### src/hw/rtl/tsp_pkg.sv
// ----------------------------------------------------------------------------
// tsp_pkg: shared types for the typed slot pool
// Operation codes and the command record that travels from the front end
// through the command queue to the execution engine.
// ----------------------------------------------------------------------------
package tsp_pkg;

  // Request operation codes
  typedef enum logic [1:0] {
    OP_ALLOC = 2'd0,
    OP_FREE  = 2'd1,
    OP_COUNT = 2'd2,
    OP_GET   = 2'd3
  } op_e;

  // Classified command, one per accepted transaction
  typedef struct packed {
    op_e        op;
    logic [3:0] entity_type;
    logic [4:0] slot_index;
    logic [4:0] nth;
    logic       free_hit;     // slot_index names a slot that exists
  } cmd_t;

endpackage

### src/hw/rtl/tsp_front.sv
// ----------------------------------------------------------------------------
// tsp_front: request intake and command queue
// Accepts start transactions, classifies them into commands and holds them
// in a two-entry queue until the engine takes them.
// ----------------------------------------------------------------------------
module tsp_front #(
  parameter int SLOTS = 32
) (
  input  logic              clk_i,
  input  logic              rst_ni,
  input  logic              start_i,
  input  logic [1:0]        func_i,
  input  logic [3:0]        entity_type_i,
  input  logic [4:0]        slot_index_i,
  input  logic [4:0]        nth_i,
  output logic              busy_o,
  output tsp_pkg::cmd_t     cmd_o,
  output logic              cmd_valid_o,
  input  logic              cmd_pop_i
);

  localparam int QDEPTH = 2;
  localparam int QPTR_W = 1;
  localparam int QCNT_W = 2;

  tsp_pkg::cmd_t      queue_q [QDEPTH];
  logic [QPTR_W-1:0]  wr_ptr_q, wr_ptr_d;
  logic [QPTR_W-1:0]  rd_ptr_q, rd_ptr_d;
  logic [QCNT_W-1:0]  fill_q, fill_d;
  tsp_pkg::cmd_t      cmd_new;
  logic               push;
  logic               pop;

  // Classify the incoming request
  always_comb begin
    cmd_new.op          = tsp_pkg::op_e'(func_i);
    cmd_new.entity_type = entity_type_i;
    cmd_new.slot_index  = slot_index_i;
    cmd_new.nth         = nth_i;
    cmd_new.free_hit    = (32'(slot_index_i) < SLOTS);
  end

  // Queue control
  assign busy_o      = (fill_q == QCNT_W'(QDEPTH));
  assign cmd_valid_o = (fill_q != '0);
  assign push        = start_i && !busy_o;
  assign pop         = cmd_pop_i && cmd_valid_o;
  assign cmd_o       = queue_q[rd_ptr_q];

  always_comb begin
    wr_ptr_d = push ? wr_ptr_q + 1'b1 : wr_ptr_q;
    rd_ptr_d = pop ? rd_ptr_q + 1'b1 : rd_ptr_q;
    fill_d   = fill_q;
    if (push && !pop) begin
      fill_d = fill_q + 1'b1;
    end else if (pop && !push) begin
      fill_d = fill_q - 1'b1;
    end
  end

  always_ff @(posedge clk_i or negedge rst_ni) begin
    if (!rst_ni) begin
      wr_ptr_q <= '0;
      rd_ptr_q <= '0;
      fill_q   <= '0;
    end else begin
      wr_ptr_q <= wr_ptr_d;
      rd_ptr_q <= rd_ptr_d;
      fill_q   <= fill_d;
    end
  end

  // Queue storage
  always_ff @(posedge clk_i) begin
    if (push) begin
      queue_q[wr_ptr_q] <= cmd_new;
    end
  end

endmodule

### src/hw/rtl/tsp_engine.sv
// ----------------------------------------------------------------------------
// tsp_engine: slot pool state and command execution
// Holds the in-use bits and the type tag memory; carries out free directly, and
// allocate, count and get by scanning the pool one row of eight slots per cycle.
// ----------------------------------------------------------------------------
module tsp_engine #(
  parameter int SLOTS     = 32,
  parameter int TYPE_BITS = 4
) (
  input  logic          clk_i,
  input  logic          rst_ni,
  input  tsp_pkg::cmd_t cmd_i,
  input  logic          cmd_valid_i,
  output logic          cmd_pop_o,
  output logic          done_o,
  output logic          ok_o,
  output logic [4:0]    result_slot_o,
  output logic [5:0]    type_count_o
);

  localparam int LANES   = 8;
  localparam int LANE_W  = 3;
  localparam int ROWS    = (SLOTS + LANES - 1) / LANES;
  localparam int ROW_W   = (ROWS > 1) ? $clog2(ROWS) : 1;
  localparam int IDX_W   = ROW_W + LANE_W;
  localparam int SLOT_W  = $clog2(SLOTS);
  localparam int CNT_W   = $clog2(SLOTS + 1);
  localparam int RANK_W  = ((CNT_W > 5) ? CNT_W : 5) + 1;
  localparam int FREE_W  = (SLOT_W > 5) ? SLOT_W : 5;
  localparam int RES_W   = (IDX_W > 5) ? IDX_W : 5;
  localparam int SAT_W   = (CNT_W > 6) ? CNT_W : 6;
  localparam int PAD_N   = ROWS * LANES;
  localparam logic [ROW_W-1:0] LAST_ROW = ROW_W'(ROWS - 1);
  localparam logic [PAD_N-1:0] EXIST    = {PAD_N{1'b1}} >> (PAD_N - SLOTS);

  typedef enum logic [1:0] {
    ST_IDLE,
    ST_FREE,
    ST_ALLOC,
    ST_SCAN
  } state_e;

  state_e                              state_q;
  tsp_pkg::cmd_t                       cmd_q;
  logic [ROW_W-1:0]                    row_q;
  logic [ROW_W-1:0]                    dat_row_q;
  logic                                pend_q;
  logic                                issued_q;
  logic [CNT_W-1:0]                    seen_q;
  logic [SLOTS-1:0]                    used_q;
  logic                                done_q;
  logic                                ok_q;
  logic [4:0]                          slot_q;
  logic [5:0]                          cnt_q;

  logic [LANES-1:0][TYPE_BITS-1:0]     type_mem [ROWS];
  logic [LANES-1:0][TYPE_BITS-1:0]     rdata_q;

  logic [TYPE_BITS-1:0]                tag;
  logic [PAD_N-1:0]                    used_ext;
  logic [LANES-1:0]                    alloc_row;
  logic                                free_any;
  logic [LANE_W-1:0]                   free_lane;
  logic [IDX_W-1:0]                    alloc_idx;
  logic [RES_W-1:0]                    alloc_res;
  logic [LANES-1:0]                    dat_used;
  logic [LANES-1:0]                    dat_exist;
  logic [LANES-1:0]                    match;
  logic [LANE_W:0]                     pc;
  logic [CNT_W-1:0]                    seen_sum;
  logic [RANK_W-1:0]                   rank_ext;
  logic [RANK_W-1:0]                   pick_k;
  logic                                found;
  logic [LANE_W-1:0]                   get_lane;
  logic [IDX_W-1:0]                    get_idx;
  logic [RES_W-1:0]                    get_res;
  logic [FREE_W-1:0]                   free_ext;
  logic [SAT_W-1:0]                    tot_ext;
  logic [5:0]                          tot_sat;
  logic                                mem_we;

  // Lowest set lane of a row
  function automatic logic [LANE_W-1:0] first_set(input logic [LANES-1:0] v);
    logic [LANE_W-1:0] r;
    r = '0;
    for (int i = LANES - 1; i >= 0; i--) begin
      if (v[i]) begin
        r = LANE_W'(i);
      end
    end
    return r;
  endfunction

  // Lane of the k-th set bit of a row, counting from lane 0
  function automatic logic [LANE_W-1:0] nth_set(input logic [LANES-1:0] v,
                                                input logic [LANE_W-1:0] k);
    logic [LANE_W-1:0] r;
    logic [LANE_W:0]   c;
    r = '0;
    c = '0;
    for (int i = 0; i < LANES; i++) begin
      if (v[i]) begin
        if (c == {1'b0, k}) begin
          r = LANE_W'(i);
        end
        c = c + 1'b1;
      end
    end
    return r;
  endfunction

  // Number of set lanes in a row
  function automatic logic [LANE_W:0] pop_row(input logic [LANES-1:0] v);
    logic [LANE_W:0] c;
    c = '0;
    for (int i = 0; i < LANES; i++) begin
      c = c + (LANE_W+1)'(v[i]);
    end
    return c;
  endfunction

  // Padding slots beyond the pool read as used so allocate never picks them
  assign tag      = TYPE_BITS'(cmd_q.entity_type);
  assign used_ext = ~EXIST | PAD_N'(used_q);

  // Allocate: first free lane of the current row
  assign alloc_row = used_ext[row_q*LANES +: LANES];
  assign free_any  = |(~alloc_row);
  assign free_lane = first_set(~alloc_row);
  assign alloc_idx = {row_q, free_lane};
  assign alloc_res = RES_W'(alloc_idx);
  assign mem_we    = (state_q == ST_ALLOC) && free_any;

  // Count and get: matches in the row returned by the tag memory
  assign dat_used  = used_ext[dat_row_q*LANES +: LANES];
  assign dat_exist = EXIST[dat_row_q*LANES +: LANES];

  always_comb begin
    for (int l = 0; l < LANES; l++) begin
      match[l] = dat_used[l] && dat_exist[l] && (rdata_q[l] == tag);
    end
  end

  assign pc       = pop_row(match);
  assign seen_sum = seen_q + CNT_W'(pc);
  assign rank_ext = RANK_W'(cmd_q.nth);
  assign found    = rank_ext < (RANK_W'(seen_q) + RANK_W'(pc));
  assign pick_k   = rank_ext - RANK_W'(seen_q);
  assign get_lane = nth_set(match, pick_k[LANE_W-1:0]);
  assign get_idx  = {dat_row_q, get_lane};
  assign get_res  = RES_W'(get_idx);
  assign tot_ext  = SAT_W'(seen_sum);
  assign tot_sat  = (tot_ext > SAT_W'(63)) ? 6'd63 : tot_ext[5:0];
  assign free_ext = FREE_W'(cmd_q.slot_index);

  assign cmd_pop_o = (state_q == ST_IDLE) && cmd_valid_i;

  // Sequencer, pool flags and result registers
  always_ff @(posedge clk_i or negedge rst_ni) begin
    if (!rst_ni) begin
      state_q   <= ST_IDLE;
      cmd_q     <= '0;
      row_q     <= '0;
      dat_row_q <= '0;
      pend_q    <= 1'b0;
      issued_q  <= 1'b0;
      seen_q    <= '0;
      used_q    <= '0;
      done_q    <= 1'b0;
      ok_q      <= 1'b0;
      slot_q    <= '0;
      cnt_q     <= '0;
    end else begin
      done_q <= 1'b0;
      unique case (state_q)
        ST_IDLE: begin
          if (cmd_valid_i) begin
            cmd_q    <= cmd_i;
            row_q    <= '0;
            pend_q   <= 1'b0;
            issued_q <= 1'b0;
            seen_q   <= '0;
            unique case (cmd_i.op) inside
              tsp_pkg::OP_ALLOC:                   state_q <= ST_ALLOC;
              tsp_pkg::OP_FREE:                    state_q <= ST_FREE;
              tsp_pkg::OP_COUNT, tsp_pkg::OP_GET:  state_q <= ST_SCAN;
              default:                             state_q <= ST_IDLE;
            endcase
          end
        end

        ST_FREE: begin
          if (cmd_q.free_hit) begin
            used_q[free_ext[SLOT_W-1:0]] <= 1'b0;
          end
          done_q  <= 1'b1;
          ok_q    <= 1'b0;
          slot_q  <= '0;
          cnt_q   <= '0;
          state_q <= ST_IDLE;
        end

        ST_ALLOC: begin
          if (free_any) begin
            used_q[alloc_idx[SLOT_W-1:0]] <= 1'b1;
            done_q  <= 1'b1;
            ok_q    <= 1'b1;
            slot_q  <= alloc_res[4:0];
            cnt_q   <= '0;
            state_q <= ST_IDLE;
          end else if (row_q == LAST_ROW) begin
            // pool full
            done_q  <= 1'b1;
            ok_q    <= 1'b0;
            slot_q  <= '0;
            cnt_q   <= '0;
            state_q <= ST_IDLE;
          end else begin
            row_q <= row_q + 1'b1;
          end
        end

        ST_SCAN: begin
          // read side: issue one row per cycle
          if (!issued_q) begin
            dat_row_q <= row_q;
            pend_q    <= 1'b1;
            if (row_q == LAST_ROW) begin
              issued_q <= 1'b1;
            end else begin
              row_q <= row_q + 1'b1;
            end
          end else begin
            pend_q <= 1'b0;
          end
          // data side: accumulate matches of the returned row
          if (pend_q) begin
            if ((cmd_q.op == tsp_pkg::OP_GET) && found) begin
              done_q  <= 1'b1;
              ok_q    <= 1'b1;
              slot_q  <= get_res[4:0];
              cnt_q   <= '0;
              state_q <= ST_IDLE;
            end else if (dat_row_q == LAST_ROW) begin
              done_q  <= 1'b1;
              ok_q    <= 1'b0;
              slot_q  <= '0;
              cnt_q   <= (cmd_q.op == tsp_pkg::OP_COUNT) ? tot_sat : 6'd0;
              state_q <= ST_IDLE;
            end else begin
              seen_q <= seen_sum;
            end
          end
        end

        default: state_q <= ST_IDLE;
      endcase
    end
  end

  // Type tag memory: lane-enabled write, registered row read
  always_ff @(posedge clk_i) begin
    if (mem_we) begin
      type_mem[row_q][free_lane] <= tag;
    end
    rdata_q <= type_mem[row_q];
  end

  assign done_o        = done_q;
  assign ok_o          = ok_q;
  assign result_slot_o = slot_q;
  assign type_count_o  = cnt_q;

endmodule

### src/hw/rtl/typed_slot_pool.sv
// ----------------------------------------------------------------------------
// typed_slot_pool: pool of typed slots with allocate, free, count and get
// Top level: request intake with command queue, and the execution engine.
// ----------------------------------------------------------------------------
// A request is taken when start_i is high and busy_o is low; busy_o rises only
// when the two-entry command queue is full. Every request yields exactly one
// result, shown for a single cycle with done_o high, in request order; the
// receiver must take it then. The engine scans the pool one row of eight slots
// per cycle: allocate scans the in-use bits, count and get read rows through
// the tag memory's single read port, and free needs no scan. The engine takes
// no new request from the queue before it is through with the current one.
// No clearing pass is needed after reset.
// ----------------------------------------------------------------------------
module typed_slot_pool #(
  parameter int SLOTS     = 32,
  parameter int TYPE_BITS = 4
) (
  input  logic       clk_i,
  input  logic       rst_ni,
  input  logic       start_i,
  output logic       busy_o,
  input  logic [1:0] func_i,
  input  logic [3:0] entity_type_i,
  input  logic [4:0] slot_index_i,
  input  logic [4:0] nth_i,
  output logic       done_o,
  output logic       ok_o,
  output logic [4:0] result_slot_o,
  output logic [5:0] type_count_o
);

  tsp_pkg::cmd_t cmd;
  logic          cmd_valid;
  logic          cmd_pop;

  // Intake and command queue
  tsp_front #(
    .SLOTS (SLOTS)
  ) u_front (
    .clk_i         (clk_i),
    .rst_ni        (rst_ni),
    .start_i       (start_i),
    .func_i        (func_i),
    .entity_type_i (entity_type_i),
    .slot_index_i  (slot_index_i),
    .nth_i         (nth_i),
    .busy_o        (busy_o),
    .cmd_o         (cmd),
    .cmd_valid_o   (cmd_valid),
    .cmd_pop_i     (cmd_pop)
  );

  // Execution engine
  tsp_engine #(
    .SLOTS     (SLOTS),
    .TYPE_BITS (TYPE_BITS)
  ) u_engine (
    .clk_i         (clk_i),
    .rst_ni        (rst_ni),
    .cmd_i         (cmd),
    .cmd_valid_i   (cmd_valid),
    .cmd_pop_o     (cmd_pop),
    .done_o        (done_o),
    .ok_o          (ok_o),
    .result_slot_o (result_slot_o),
    .type_count_o  (type_count_o)
  );

`ifndef SYNTHESIS
  // A failed or non-searching transaction reports slot zero
  a_fail_slot_zero: assert property (@(posedge clk_i) disable iff (!rst_ni)
    done_o && !ok_o |-> result_slot_o == 5'd0)
    else $error("result_slot_o nonzero without ok_o");

  // A found slot never comes with a type count
  a_ok_no_count: assert property (@(posedge clk_i) disable iff (!rst_ni)
    done_o && ok_o |-> type_count_o == 6'd0)
    else $error("type_count_o nonzero with ok_o");

  // An accepted request is in the queue on the next cycle
  a_push_visible: assert property (@(posedge clk_i) disable iff (!rst_ni)
    start_i && !busy_o |=> cmd_valid)
    else $error("accepted request missing from queue");

  // No result in the cycle after the engine takes a command
  a_pop_no_done: assert property (@(posedge clk_i) disable iff (!rst_ni)
    cmd_pop |=> !done_o)
    else $error("result strobe right after command pop");
`endif

endmodule

### config.mk
export PLATFORM = sky130hd
export DESIGN_NAME = typed_slot_pool
export DESIGN_NICKNAME = d
export VERILOG_FILES = /design/src/hw/rtl/tsp_pkg.sv /design/src/hw/rtl/tsp_front.sv /design/src/hw/rtl/tsp_engine.sv /design/src/hw/rtl/typed_slot_pool.sv
export SDC_FILE = /design/constraint.sdc
export NUM_CORES = 1
export LEC_CHECK = 0
export BUFFER_PORTS_ARGS = -buffer_cell sky130_fd_sc_hd__buf_2
export CAP_MARGIN = 20
export CORE_MARGIN = 1
export CORE_UTILIZATION = 60
export DETAILED_ROUTE_END_ITERATION = 10
export PLACE_DENSITY = 0.79
export SYNTH_ARGS = -nofsm -noshare
export SYNTH_HDL_FRONTEND = slang
export SYNTH_HIERARCHICAL = 1
export SYNTH_SLANG_ARGS = --single-unit
### constraint.sdc
create_clock -name clk_i -period 7.24 [get_ports clk_i]
set_clock_uncertainty 0.2 [all_clocks]
set_input_delay 1.448 -clock clk_i [delete_from_list [all_inputs] [get_ports clk_i]]
set_output_delay 1.448 -clock clk_i [all_outputs]
set_load 0.005 [all_outputs]
==> impl_metrics.py <==
metrics = {
    "synthesis": {
        "yosysWarnings": 6,
        "ys_ff_latch": 272,
        "yosysTopAreaCell": "edfxtp_1",
        "syn_area_um2": 12600,
        "postSynthCellCount": 907,
        "avgSynthCellArea_um2": 13.9,
        "synth_ff_type": "edfxtp_1",
        "netlist.area_leader.share_pct": 38.0,
        "seq_area_frac_synth_pct": 58.9,
        "ys_types": 77,
        "synth_edf_count": 160,
        "synth_area_leaders": "edfxtp_1 (38%), dfrtp_1 (16%), mux4_2 (8.2%)",
        "syn-num-nets": 961,
        "synth-async-reset-ratio_pct": 29.4,
    },
    "cts": {
        "cts.clk_slew.worst_paths_ns": 0.07,
        "insertion_delay_ns": 0.56,
        "h-tree-depth": 1,
        "ctsResizeCount": 0,
        "root_buffer": "clkbuf_16",
        "ctsLongestPathBuffers": 3,
        "clock_sinks": 272,
        "cts_setup_buffers": 0,
        "cts_hold_buffers": 0,
        "cts_tree": "yes",
        "cts_buffers": 28,
    },
    "power": {
        "power_leakage_nw": 5.28,
        "p_per_area_nw_per_um2": 427,
        "max-vdd-ir-drop_mv": 0.263,
    },
    "floorplanning": {
        "chipWidth_um": 147,
        "coreArea_um2": 20400,
        "initial_core_util_pct": 61.9,
        "row_count": 52,
        "die_h_um": 147,
        "fp.dieArea_um2": 21700,
        "io_pins": 33,
    },
    "critical_path": {
        "r2r_cells": 23,
        "r2r_end": "u_engine/result_slot_o[2]$_DFFE_PN0P_",
        "crit_path_frequent_cell": "fa_1",
        "cp.arrival_ns": 7.14,
        "required_ns": 7.44,
        "crit_end": "u_engine/result_slot_o[2]$_DFFE_PN0P_",
        "max_stage_delay_ns": 0.56,
        "path_cells": "mux4_2, and4_1, fa_1, inv_1, fa_1, fa_1, inv_1, ha_1, inv_1, fa_1, xnor2_1, ha_1, nor2b_1, o21ai_0, nor2b_2, xor2_1, ha_1, or2_2, a31oi_1, o21bai_1, a211oi_1, a211o_1, a31oi_1",
        "criticalPathCategory": "flip-flop to flip-flop",
        "crit_start": "u_engine/dat_row_q[1]$_DFFE_PN0P_",
        "cp_slowest_cell": "fa_1",
        "reg2reg_from": "u_engine/dat_row_q[1]$_DFFE_PN0P_",
        "rrSetupSlack_ns": 0.30,
        "cp_max_fo": 7,
        "startpoint_type": "flip-flop",
        "endpoint_kind": "flip-flop",
    },
    "run": {
        "cap_violations": 0,
    },
    "timing": {
        "maxSlewViolCount": 0,
        "rsz0062_at_grt": "no",
        "post-route-period-util_pct": 95.9,
        "worstMarginPinSlew_ns": 0.905,
        "timing.fmax_mhz": 144,
        "hold_slack_ns": 0.276,
        "hold_viol": 0,
        "setup_viol": 0,
        "tns_ns": 0,
        "layout_min_cycle_time_ns": 6.94,
        "slew_headroom_pct": 39.6,
    },
    "min_path": {
        "hold_start": "u_engine/type_count_o[3]$_DFFE_PN0P_",
        "min_path_type": "flip-flop to flip-flop",
        "hold_depth": 2,
    },
    "final_layout": {
        "layout-drive-gt1-share_pct": 20.7,
        "n_antenna_cell": 0,
        "area_delta_synth_final_pct": 11.5,
        "final_common_cell": "edfxtp_1",
        "layout_common_cells": "edfxtp_1 (160), o21ai_0 (85), dfrtp_1 (78)",
        "fin_nets": 1011,
        "fillerInstances": 1399,
        "final_cell_area_um2": 14100,
    },
    "route": {
        "post_drt_via_cell_ratio": 6.19,
        "wire_per_inst_um": 20.9,
        "drc": 0,
        "dr_total_vias": 7727,
        "dr.first_iter.drc_count": 814,
        "first_pass_iters": 5,
        "ant_nets": 0,
        "wl_mm": 26.1,
    },
    "place": {
        "dpl_cell_area_um2": 13100,
        "io_buffers": 32,
        "hpwl_mm": 18.0,
        "finalWeightedCongestion": 0.906,
    },
    "global_routing": {
        "antenna_found_initial": 0,
        "grt_max_degree": 81,
        "grt_usage_pct": 24.9,
        "grt_overflow_total": 0,
        "grt_pass1_wl_mm": 41.6,
        "grt_pass1_vias": 7616,
    },
    "status": {
        "status": "finished clean",
    },
}
[cell type report]
class | count | area (µm²) | area share, %
well taps | 270 | 338 | 2.40
inverters | 36 | 135 | 0.959
repair buffers | 53 | 353 | 2.50
multi-input cells | 566 | 4870 | 34.6
clock inverters | 11 | 131 | 0.933
flip-flops and latches | 272 | 7450 | 52.9
clock buffers | 41 | 810 | 5.75
[cell families after synthesis]
| group | count (synthesis) | synth area share, % |
|---|---|---|
| flops | 272 | 58.9 |
| simple gates | 215 | 9.28 |
| compound gates | 156 | 7.74 |
| mux | 90 | 12.3 |
| xor+xnor | 69 | 5.36 |
| buf+inv | 69 | 2.57 |
| fa+ha+maj | 35 | 3.82 |
| other cells | 1 | 0.0297 |
[how the worst min path moves through the flow]
| stage | slack, ns | end |
|---|---|---|
| final | 0.28 | u_engine/type_count_o[3]$_DFFE_PN0P_ |
| after global routing | 0.29 | u_engine/type_count_o[5]$_DFFE_PN0P_ |
| after CTS | 0.28 | u_engine/ok_o$_DFFE_PN0P_ |
| after detailed placement | 0.27 | u_engine/type_count_o[1]$_DFFE_PN0P_ |
| after global placement | 0.26 | u_engine/type_count_o[3]$_DFFE_PN0P_ |
| after floorplan | 0.26 | u_engine/seen_q[3]$_DFFE_PN0P_ |
[power by group]
part	leakage [nW]	total, W	internal, W	switching, W
logic	2.07	0.00228	0.000954	0.00133
clock network	0.463	0.00143	0.000849	0.000586
registers	2.75	0.00230	0.00204	0.000257
total	5.28	0.00601	0.00384	0.00217
[registers in the layout, summed over array words and instances, names as in the netlist, 2 cells and up]
signal,count
u_engine/rdata_q,32
u_engine/state_q,2
u_front/fill_q,2
u_engine/result_slot_o,5
u_engine/type_count_o,6
u_engine/row_q,2
u_front/queue_q,32
u_engine/cmd_q,8
u_engine/dat_row_q,2
u_engine/free_ext,5
u_engine/type_mem,128
u_engine/used_ext,32
u_engine/seen_q,6
u_engine/tag,4
[synth_stat cells, types with 10 or more instances]
cell and n:
a21oi_1 11, and2_1 34, clkbuf_1 14, dfrtp_1 80, dfxtp_1 32, edfxtp_1 160, ha_1 29, inv_1 34
mux2_2 25, mux2i_1 10, mux4_2 46, nand2_1 61, nand3_1 14, nor2_1 30, o21ai_0 85, o31ai_1 12
xnor2_1 31, xor2_1 33
[metrics by stage]
step	std cells	util, %	worst slack [ns]	power, W
finish	1249	69.0	0.297	0.00601
detailed placement	1195	64.2	0.174	0.00454
CTS	1247	68.8	0.108	0.00599
floorplan	907	-	0.556	0.00392
global route	1249	69.0	0.0140	0.00631
global placement	1195	64.2	0.388	0.00447
[layer usage]
layer  track usage (%)  share of wire (%)
met4              8.20                2.8
met1              35.1                 43
met2              38.9                 47
met3              5.53                7.4
met5                 0                  0
[critical path: cells and delay by family (launching register included)]
family          cells  cell delay, ns
mux                 1            0.54
flops               1            0.47
fa+ha+maj           7            2.64
xor+xnor            2            0.46
buf+inv             3            0.19
simple gates        4            0.97
compound gates      6            1.30
(Power assumes the default switching activity.)
